File: src/seeded_crc32_report_checker_top_macros.svh
// Assertion macros used by the scrc_frame module of the seeded CRC-32 report checker.
`ifndef SEEDED_CRC32_REPORT_CHECKER_TOP_MACROS_SVH
`define SEEDED_CRC32_REPORT_CHECKER_TOP_MACROS_SVH

// Implication checked on every rising edge, idle while the reset is asserted.
`define SCRC_ASSERT_IMP(lbl, clk, rst_n, ante, cons, msg) \
	lbl: assert property (@(posedge clk) disable iff (!rst_n) (ante) |-> (cons)) \
		else $error(msg);

// Condition checked in the cycle after its trigger.
`define SCRC_ASSERT_NEXT(lbl, clk, rst_n, ante, cons, msg) \
	lbl: assert property (@(posedge clk) disable iff (!rst_n) (ante) |=> (cons)) \
		else $error(msg);

`endif

File: src/scrc_pkg.sv
// Package with the types, constants and CRC helper of the seeded CRC-32 report checker.
package scrc_pkg;

	localparam int unsigned REPORT_BYTES_DEF = 78;

	localparam logic [31:0] CRC_POLY    = 32'hedb8_8320;
	localparam logic [31:0] CRC_INIT    = 32'hffff_ffff;
	localparam logic [7:0]  HEADER_BYTE = 8'ha1;
	localparam logic [7:0]  SEED_BYTE   = 8'ha1;

	localparam logic [7:0] REPORT_ID_RESET = 8'd49;

	// Configuration register map.
	localparam int unsigned     APB_ADDR_W         = 3;
	localparam logic [APB_ADDR_W-1:0] REG_REPORT_ID_ADDR = 3'd0;

	// Verdict codes.
	localparam logic [1:0] VERDICT_OK       = 2'd0;
	localparam logic [1:0] VERDICT_LEN_ID   = 2'd1;
	localparam logic [1:0] VERDICT_CRC_FAIL = 2'd2;

	typedef struct packed {
		logic [1:0]  verdict;
		logic [31:0] computed_crc;
		logic [31:0] received_crc;
		logic        header_present;
	} result_t;

	// One byte through the reflected CRC-32, eight shift steps.
	function automatic logic [31:0] crc_byte(input logic [31:0] crc_in, input logic [7:0] data);
		logic [31:0] c;
		c = crc_in ^ {24'd0, data};
		for (int b = 0; b < 8; b++) begin
			c = c[0] ? ((c >> 1) ^ CRC_POLY) : (c >> 1);
		end
		return c;
	endfunction

	localparam logic [31:0] CRC_SEEDED = crc_byte(CRC_INIT, SEED_BYTE);

endpackage

File: src/seeded_crc32_report_checker_top.sv
// Top level of the seeded CRC-32 report checker.
//
// Report bytes enter on the s_ stream, one byte per request, with s_tlast on
// the closing byte. A leading 0xA1 is skipped as a header; the next byte must
// match the identifier register, and the body is checked against a seeded
// reflected CRC-32 carried little-endian in the last four bytes.
// One verdict per report leaves on the m_ stream after the closing byte.
// Each byte is held in an input register, where the eight-step CRC
// update and the verdict compare are done; the verdict then sits in the
// output register, so m_tvalid rises once the closing byte has passed both.
// Throughput is one byte per cycle while no closing byte waits on a held verdict.
// When m_tready is low the held verdict stays put; body bytes keep flowing,
// and only a further closing byte waits until the verdict has been taken.
// Reset clears the report state, empties both registers and restores the
// identifier to 49. The identifier is written over the APB port; the user
// writes it only while no report is in flight; the block does not enforce it.
module seeded_crc32_report_checker_top #(
	parameter int unsigned REPORT_BYTES = scrc_pkg::REPORT_BYTES_DEF
) (
	input  logic                            clk,
	input  logic                            arst_n,
	input  logic                            s_tvalid,
	output logic                            s_tready,
	input  logic [7:0]                      s_tdata,   // [7:0] data_byte
	input  logic                            s_tlast,
	output logic                            m_tvalid,
	input  logic                            m_tready,
	output logic [71:0]                     m_tdata,   // [1:0] verdict, [33:2] computed_crc,
	                                                   // [65:34] received_crc, [71:66] zero
	output logic                            m_tuser,   // [0] header_present
	input  logic                            psel,
	input  logic                            penable,
	input  logic                            pwrite,
	input  logic [scrc_pkg::APB_ADDR_W-1:0] paddr,
	input  logic [31:0]                     pwdata,
	output logic [31:0]                     prdata,
	output logic                            pready
);

	logic              out_room;
	logic              res_push;
	logic [7:0]        id_byte;
	scrc_pkg::result_t res;
	scrc_pkg::result_t out_res;

	scrc_cfg u_cfg (
		.clk       (clk),
		.arst_n    (arst_n),
		.psel      (psel),
		.penable   (penable),
		.pwrite    (pwrite),
		.paddr     (paddr),
		.pwdata    (pwdata),
		.prdata    (prdata),
		.pready    (pready),
		.id_byte   (id_byte)
	);

	scrc_frame #(
		.REPORT_BYTES (REPORT_BYTES)
	) u_frame (
		.clk       (clk),
		.arst_n    (arst_n),
		.in_valid  (s_tvalid),
		.in_ready  (s_tready),
		.in_byte   (s_tdata),
		.in_last   (s_tlast),
		.id_byte   (id_byte),
		.out_room  (out_room),
		.res_push  (res_push),
		.res       (res)
	);

	scrc_out u_out (
		.clk       (clk),
		.arst_n    (arst_n),
		.res_push  (res_push),
		.res       (res),
		.out_room  (out_room),
		.out_valid (m_tvalid),
		.out_ready (m_tready),
		.out_res   (out_res)
	);

	assign m_tdata = {6'd0, out_res.received_crc, out_res.computed_crc, out_res.verdict};
	assign m_tuser = out_res.header_present;

endmodule

File: src/scrc_cfg.sv
// APB register bank holding the expected report identifier.
module scrc_cfg (
	input  logic                               clk,
	input  logic                               arst_n,
	input  logic                               psel,
	input  logic                               penable,
	input  logic                               pwrite,
	input  logic [scrc_pkg::APB_ADDR_W-1:0]    paddr,
	input  logic [31:0]                        pwdata,
	output logic [31:0]                        prdata,
	output logic                               pready,
	output logic [7:0]                         id_byte
);

	logic [7:0] id_byte_q;
	logic       sel_id;

	assign pready = 1'b1;
	assign sel_id = (paddr == scrc_pkg::REG_REPORT_ID_ADDR);

	always_ff @(posedge clk or negedge arst_n) begin
		if (!arst_n) begin
			id_byte_q <= scrc_pkg::REPORT_ID_RESET;
		end else if (psel && penable && pwrite && pready && sel_id) begin
			id_byte_q <= pwdata[7:0];
		end
	end

	assign prdata  = sel_id ? {24'd0, id_byte_q} : 32'd0;
	assign id_byte = id_byte_q;

endmodule

File: src/scrc_frame.sv
// Input register, per-report state and verdict logic of the report checker.
`include "seeded_crc32_report_checker_top_macros.svh"

module scrc_frame #(
	parameter int unsigned REPORT_BYTES = scrc_pkg::REPORT_BYTES_DEF
) (
	input  logic                  clk,
	input  logic                  arst_n,
	input  logic                  in_valid,
	output logic                  in_ready,
	input  logic [7:0]            in_byte,
	input  logic                  in_last,
	input  logic [7:0]            id_byte,
	input  logic                  out_room,
	output logic                  res_push,
	output scrc_pkg::result_t     res
);

	localparam int unsigned CntW = $clog2(REPORT_BYTES + 2);
	localparam logic [CntW-1:0] BODY_LIMIT = CntW'(REPORT_BYTES - 4);
	localparam logic [CntW-1:0] CNT_FULL   = CntW'(REPORT_BYTES);
	localparam logic [CntW-1:0] CNT_SAT    = CntW'(REPORT_BYTES + 1);

	logic            valid_s1;
	logic [7:0]      byte_s1;
	logic            last_s1;

	logic [31:0]     crc_q;
	logic [CntW-1:0] count_q;
	logic            header_q;
	logic            id_ok_q;
	logic [31:0]     cap_q;
	logic            started_q;

	logic [31:0]     crc_n;
	logic [CntW-1:0] count_n;
	logic            header_n;
	logic            id_ok_n;
	logic [31:0]     cap_n;
	logic            is_header;
	logic            go;
	logic [31:0]     computed;

	// The staged byte moves on unless it closes a report and the result slot is held.
	assign go       = valid_s1 && (!last_s1 || out_room);
	assign in_ready = !valid_s1 || go;
	assign res_push = go && last_s1;

	always_ff @(posedge clk or negedge arst_n) begin
		if (!arst_n) begin
			valid_s1 <= 1'b0;
		end else if (in_ready) begin
			valid_s1 <= in_valid;
		end
	end

	always_ff @(posedge clk) begin
		if (in_ready && in_valid) begin
			byte_s1 <= in_byte;
			last_s1 <= in_last;
		end
	end

	always_comb begin
		is_header = !started_q && (byte_s1 == scrc_pkg::HEADER_BYTE);
		crc_n     = crc_q;
		count_n   = count_q;
		header_n  = header_q;
		id_ok_n   = id_ok_q;
		cap_n     = cap_q;
		if (is_header) begin
			header_n = 1'b1;
		end else begin
			if (count_q == '0) begin
				id_ok_n = (byte_s1 == id_byte);
			end
			if (count_q < BODY_LIMIT) begin
				crc_n = scrc_pkg::crc_byte(crc_q, byte_s1);
			end
			cap_n = {byte_s1, cap_q[31:8]};
			if (count_q < CNT_SAT) begin
				count_n = count_q + CntW'(1);
			end
		end
	end

	assign computed = ~crc_n;

	always_comb begin
		res.computed_crc   = computed;
		res.received_crc   = cap_n;
		res.header_present = header_n;
		if ((count_n != CNT_FULL) || !id_ok_n) begin
			res.verdict = scrc_pkg::VERDICT_LEN_ID;
		end else if (computed != cap_n) begin
			res.verdict = scrc_pkg::VERDICT_CRC_FAIL;
		end else begin
			res.verdict = scrc_pkg::VERDICT_OK;
		end
	end

	always_ff @(posedge clk or negedge arst_n) begin
		if (!arst_n) begin
			crc_q     <= scrc_pkg::CRC_SEEDED;
			count_q   <= '0;
			header_q  <= 1'b0;
			id_ok_q   <= 1'b0;
			cap_q     <= '0;
			started_q <= 1'b0;
		end else if (go) begin
			if (last_s1) begin
				crc_q     <= scrc_pkg::CRC_SEEDED;
				count_q   <= '0;
				header_q  <= 1'b0;
				id_ok_q   <= 1'b0;
				cap_q     <= '0;
				started_q <= 1'b0;
			end else begin
				crc_q     <= crc_n;
				count_q   <= count_n;
				header_q  <= header_n;
				id_ok_q   <= id_ok_n;
				cap_q     <= cap_n;
				started_q <= 1'b1;
			end
		end
	end

	`SCRC_ASSERT_NEXT(a_clear_after_last, clk, arst_n, res_push,
		!started_q && (count_q == '0) && (crc_q == scrc_pkg::CRC_SEEDED),
		"report state not cleared after the closing byte")
	`SCRC_ASSERT_IMP(a_count_bounded, clk, arst_n, 1'b1, count_q <= CNT_SAT,
		"body count beyond its saturation value")
	`SCRC_ASSERT_IMP(a_header_needs_start, clk, arst_n, header_q || (count_q != '0),
		started_q, "header or body state present outside a report")

endmodule

File: src/scrc_out.sv
// Output register holding one verdict until the receiver takes it.
module scrc_out (
	input  logic              clk,
	input  logic              arst_n,
	input  logic              res_push,
	input  scrc_pkg::result_t res,
	output logic              out_room,
	output logic              out_valid,
	input  logic              out_ready,
	output scrc_pkg::result_t out_res
);

	logic              valid_q;
	scrc_pkg::result_t res_q;

	assign out_room = !valid_q || out_ready;

	always_ff @(posedge clk or negedge arst_n) begin
		if (!arst_n) begin
			valid_q <= 1'b0;
		end else if (res_push) begin
			valid_q <= 1'b1;
		end else if (out_ready) begin
			valid_q <= 1'b0;
		end
	end

	always_ff @(posedge clk) begin
		if (res_push) begin
			res_q <= res;
		end
	end

	assign out_valid = valid_q;
	assign out_res   = res_q;

endmodule
File: config.mk
export PLATFORM = sky130hd
export DESIGN_NAME = seeded_crc32_report_checker_top
export DESIGN_NICKNAME = d
export VERILOG_FILES = /design/src/scrc_pkg.sv /design/src/seeded_crc32_report_checker_top.sv /design/src/scrc_cfg.sv /design/src/scrc_frame.sv /design/src/scrc_out.sv
export VERILOG_INCLUDE_DIRS = /design/src /design/src/src
export SDC_FILE = /design/constraint.sdc
export NUM_CORES = 1
export LEC_CHECK = 0
export ABC_AREA = 1
export BUFFER_PORTS_ARGS = -buffer_cell sky130_fd_sc_hd__buf_2
export CAP_MARGIN = 20
export CORE_ASPECT_RATIO = 0.75
export CORE_MARGIN = 3
export CORE_UTILIZATION = 57
export CTS_CLUSTER_SIZE = 14
export DETAILED_ROUTE_END_ITERATION = 10
export MAX_ROUTING_LAYER = met4
export PLACE_DENSITY = 0.78
export SETUP_SLACK_MARGIN = 0.4
export SKIP_LAST_GASP = 1
export SYNTH_ARGS = -nofsm -noshare
export SYNTH_HDL_FRONTEND = slang
export SYNTH_SLANG_ARGS = --single-unit
File: constraint.sdc
create_clock -name clk -period 3.5 [get_ports clk]
set_clock_uncertainty 0.15 [all_clocks]
set_input_delay 0.525 -clock clk [delete_from_list [all_inputs] [get_ports clk]]
set_output_delay 0.525 -clock clk [all_outputs]
set_load 0.1 [all_outputs]
==> metrics.md <==
| Metric | Value |
|---|---|
| Vias in the first global route | `7,268` |
| Top FF cell, synth | `edfxtp_1` |
| H-tree depth | `4` |
| Clock root cell | `clkbuf_16` |
| Yosys reg bits | `160` |
| GPL Wtd Cong | `1.02` |
| Post-CTS Hold Fix Bufs | `0` |
| Fin. Hold Viols | `0` |
| Hold Crit Class | `in2async` |
| Clock transition at path regs | `0.07 ns` |
| Sink Count | `160` |
| Max Cap Viol | `0` |
| Drc violations | `1` |
| Logic gate share of total power | `48.8%` |
| Synth warnings | `0` |
| GR Util met1 | `44.3%` |
| Crit path capture | `u_out.out_res[66]$_SDFFCE_PP0P_` |
| Slew @ Worst Pin | `0.842 ns` |
| CTS tree | `built` |
| RR Startpoint | `u_frame.byte_s1[5]$_DFFE_PP_` |
| First-pass GRT wire length | `39,800 um` |
| Maximum VDD drop | `0.425 mV` |
| Crit. End Element | `flop` |
| Busiest grt layer | `met2` |
| Wire length per cell | `17.9 um` |
| Top cell type by total area after synthesis | `edfxtp_1` |
| P_int | `4560 uW` |
| R2R cell count | `16` |
| Final setup fails | `0` |
| Horiz. Die Dim | `149 um` |
| Mapped Avg Cell Area | `7.95 um^2` |
| Num CTS Buffers | `17` |
| Initial Utilization | `59.5%` |
| Filler cells | `1,211` |
| Fin nets | `1,267` |
| Largest net degree at the start of global routing | `60` |
| Slew headroom | `43.9%` |
| Setup_tns | `0 ns` |
| Most common cell in the netlist | `nand2_1` |
| Clk Latency, worst-skew pair | `0.42 ns` |
| Worst Path Arrival | `3.03 ns` |
| Area grow syn2layout | `14.7%` |
| Met3 Resource Use GR | `9.02%` |
| Gr ovfl total | `0` |
| Psw | `4380 uW` |
| Switch share | `49.0%` |
| Remaining antenna violation count after routing | `0` |
| Total track usage | `31.6%` |
| Clock network fraction of design power | `21.0%` |
| Post-DP HPWL | `17,900 um` |
| Post-synthesis instance total | `1,103` |
| R2r endpoint | `u_out.out_res[66]$_SDFFCE_PP0P_` |
| R2R setup slack | `0.49 ns` |
| Post-synth top area share | `26.0%` |
| Slew Viols, Final | `0` |
| Number of I/O pins | `159` |
| DR vias | `7,975` |
| Register area share after synthesis | `50.2%` |
| Failing checks | `DRC` |
| Pre-CTS WS | `0.549 ns` |
| Critical Path RT | `3.52 ns` |
| DRT iter0 DRCs | `1,166` |
| Fmax | `332 MHz` |
| Reg power frac | `30.2%` |
| CTS Buffer Depth | `2` |
| Share of the clock period used by the worst path | `86.1%` |
| Die height | `113 um` |
| Min cycle time layout | `3.01 ns` |
| Rows | `38` |
| Syn Std Cell Area | `8770 um^2` |
| Worst Setup Start Kind | `flop` |
| Crit-path max FO | `11` |
| Core area | `14,700 um^2` |
| CP Launch Point | `u_frame.byte_s1[5]$_DFFE_PP_` |
| Number of synthesized flops with an enable pin | `76` |
| Final Worst Setup Slack | `0.487 ns` |
| GR Util met2 | `45.3%` |
| Synth cell types | `36` |
| Initial antenna violation count | `0` |
| Pwr Density | `889 nW/um^2` |
| Ant. Diodes | `0` |
| Area of the die | `16,900 um^2` |
| First drt pass iteration count | `9` |
| Layout cells sized above 1 | `17.8%` |
| Leak pwr | `0.00518 uW` |
| Crit Path Class | `reg2reg` |
| Async S/R FF share, synth | `52.5%` |
| Via density | `5.59` |
| Post-Route WL | `25,600 um` |
| Synth top area cells | `edfxtp_1 (26%), dfrtp_1 (20%), nand2_1 (17%)` |
| Post-synth top cells | `nand2_1 (394), inv_1 (136), nand3_1 (112), edfxtp_1 (76), dfrtp_1 (70)` |
| RSZ-0062 raised after global routing | `no` |
| Outcome | `complete, but fails checks` |
| I/O Buffers | `103` |
[critical path: stages (launching register included)]
cell	delay (ns)
edfxtp_1	0.49
inv_1	0.18
nand2_1	0.10
nand2_1	0.34
nand2_1	0.12
nand2_1	0.11
nand2_1	0.06
nand2_1	0.18
nand2_1	0.12
nand3_1	0.10
nand2_1	0.06
nor2_1	0.09
nand3_1	0.17
nor2_1	0.17
nand2_1	0.10
nor2_1	0.13
a21oi_1	0.09
[per-stage QoR]
step | hold WS [ns] | power (uW) | instance area [um^2] | std cells | util [%]
global placement | 0.316 | 6860 | 9400 | 1388 | 63.8
detailed placement | 0.321 | 6910 | 9400 | 1388 | 63.8
floorplan | 0.0794 | 5970 | 8880 | 1132 | -
global route | 0.0919 | 9450 | 10100 | 1427 | 68.3
finish | 0.0305 | 8940 | 10100 | 1427 | 68.3
CTS | 0.0751 | 8810 | 9990 | 1420 | 67.8
[per-layer routing]
metal	up-vias	part of all wire (%)
met5	-	0
met2	464	43
met3	66	12
met1	3705	42
met4	0	2.8
li1	3740	-
[worst min path at each step]
stage	from	endpoint	slack, ns	depth (start not counted)
global route	arst_n	u_frame.cap_q[4]$_DFFE_PN0P_	0.09	1
global placement	u_frame.cap_q[2]$_DFFE_PN0P_	u_frame.cap_q[2]$_DFFE_PN0P_	0.32	2
detailed placement	u_frame.cap_q[2]$_DFFE_PN0P_	u_frame.cap_q[2]$_DFFE_PN0P_	0.32	2
floorplan	arst_n	u_cfg.id_byte[1]$_DFFE_PN0P_	0.08	0
finish	arst_n	u_frame.cap_q[4]$_DFFE_PN0P_	0.03	1
CTS	arst_n	u_frame.cap_q[4]$_DFFE_PN0P_	0.08	1
[cells in the final DEF, fill, tap and decap left out, types with 4 or more instances in the layout]
cell       instances
nand2_2           17
inv_6              4
inv_1            134
clkbuf_16         17
a22oi_1            6
o21ai_1           19
buf_2            102
dfrtp_1           69
nand2_4            7
inv_2              9
a21oi_1            7
nor2_1            40
nand3_2            5
nand4_1            8
edfxtp_1          76
nor3_1             5
buf_4             20
xor2_1            15
o22ai_1           45
nor2_2             4
conb_1            31
o21ai_2            4
nand3_1          112
nand2_1          390
o21ai_0           38
dfstp_2           14
[final cells by class]
cell class	instances	area [um^2]	area share, %
clock buffers	18	429	4.27
clock inverters	14	155	1.54
inverters	145	551	5.47
multi-input cells	765	3550	35.3
flip-flops and latches	160	4400	43.8
well taps	200	250	2.49
repair buffers	125	721	7.16
[cells by family (layout without fill, tap and decap cells)]
| logic type | count (synthesis) | after routing | share of synthesized area [%] |
|---|---|---|---|
| adders and majority gates | 2 | 2 | 0.285 |
| buffers and inverters | 207 | 302 | 10.8 |
| muxes | 1 | 1 | 0.114 |
| and+or+nand+nor | 594 | 594 | 29.0 |
| other | 2 | 31 | 0.0856 |
| DFF | 160 | 160 | 50.2 |
| xor gates and xnor gates | 17 | 17 | 1.70 |
| AOI/OAI and AO/OA | 120 | 120 | 7.80 |
[registers in the layout (all words and copies together), names as in the netlist]
register / count
u_frame.crc_q: 32
u_frame.id_ok_q: 1
u_frame.valid_s1: 1
u_frame.header_q: 1
u_out.out_valid: 1
u_frame.cap_q: 32
u_out.out_res: 67
u_frame.count_q: 7
u_frame.started_q: 1
u_cfg.id_byte: 8
u_frame.byte_s1: 8
u_frame.last_s1: 1
[timing repair]
action,4_1_cts,5_1_grt
gates resized for setup,0,7
buffers inserted,0,7
endpoints found under the setup margin,0,1
hold endpoints to repair,0,0
[power groups by stage]
stage	Clock [uW]	Sequential [uW]	Combinational (uW)
floorplan	0	3520	2460
global placement	0	2720	4140
detailed placement	0	2720	4190
CTS	1880	2690	4240
global route	1970	2740	4750
finish	1870	2700	4370
Power figures use the tool's default switching activity.
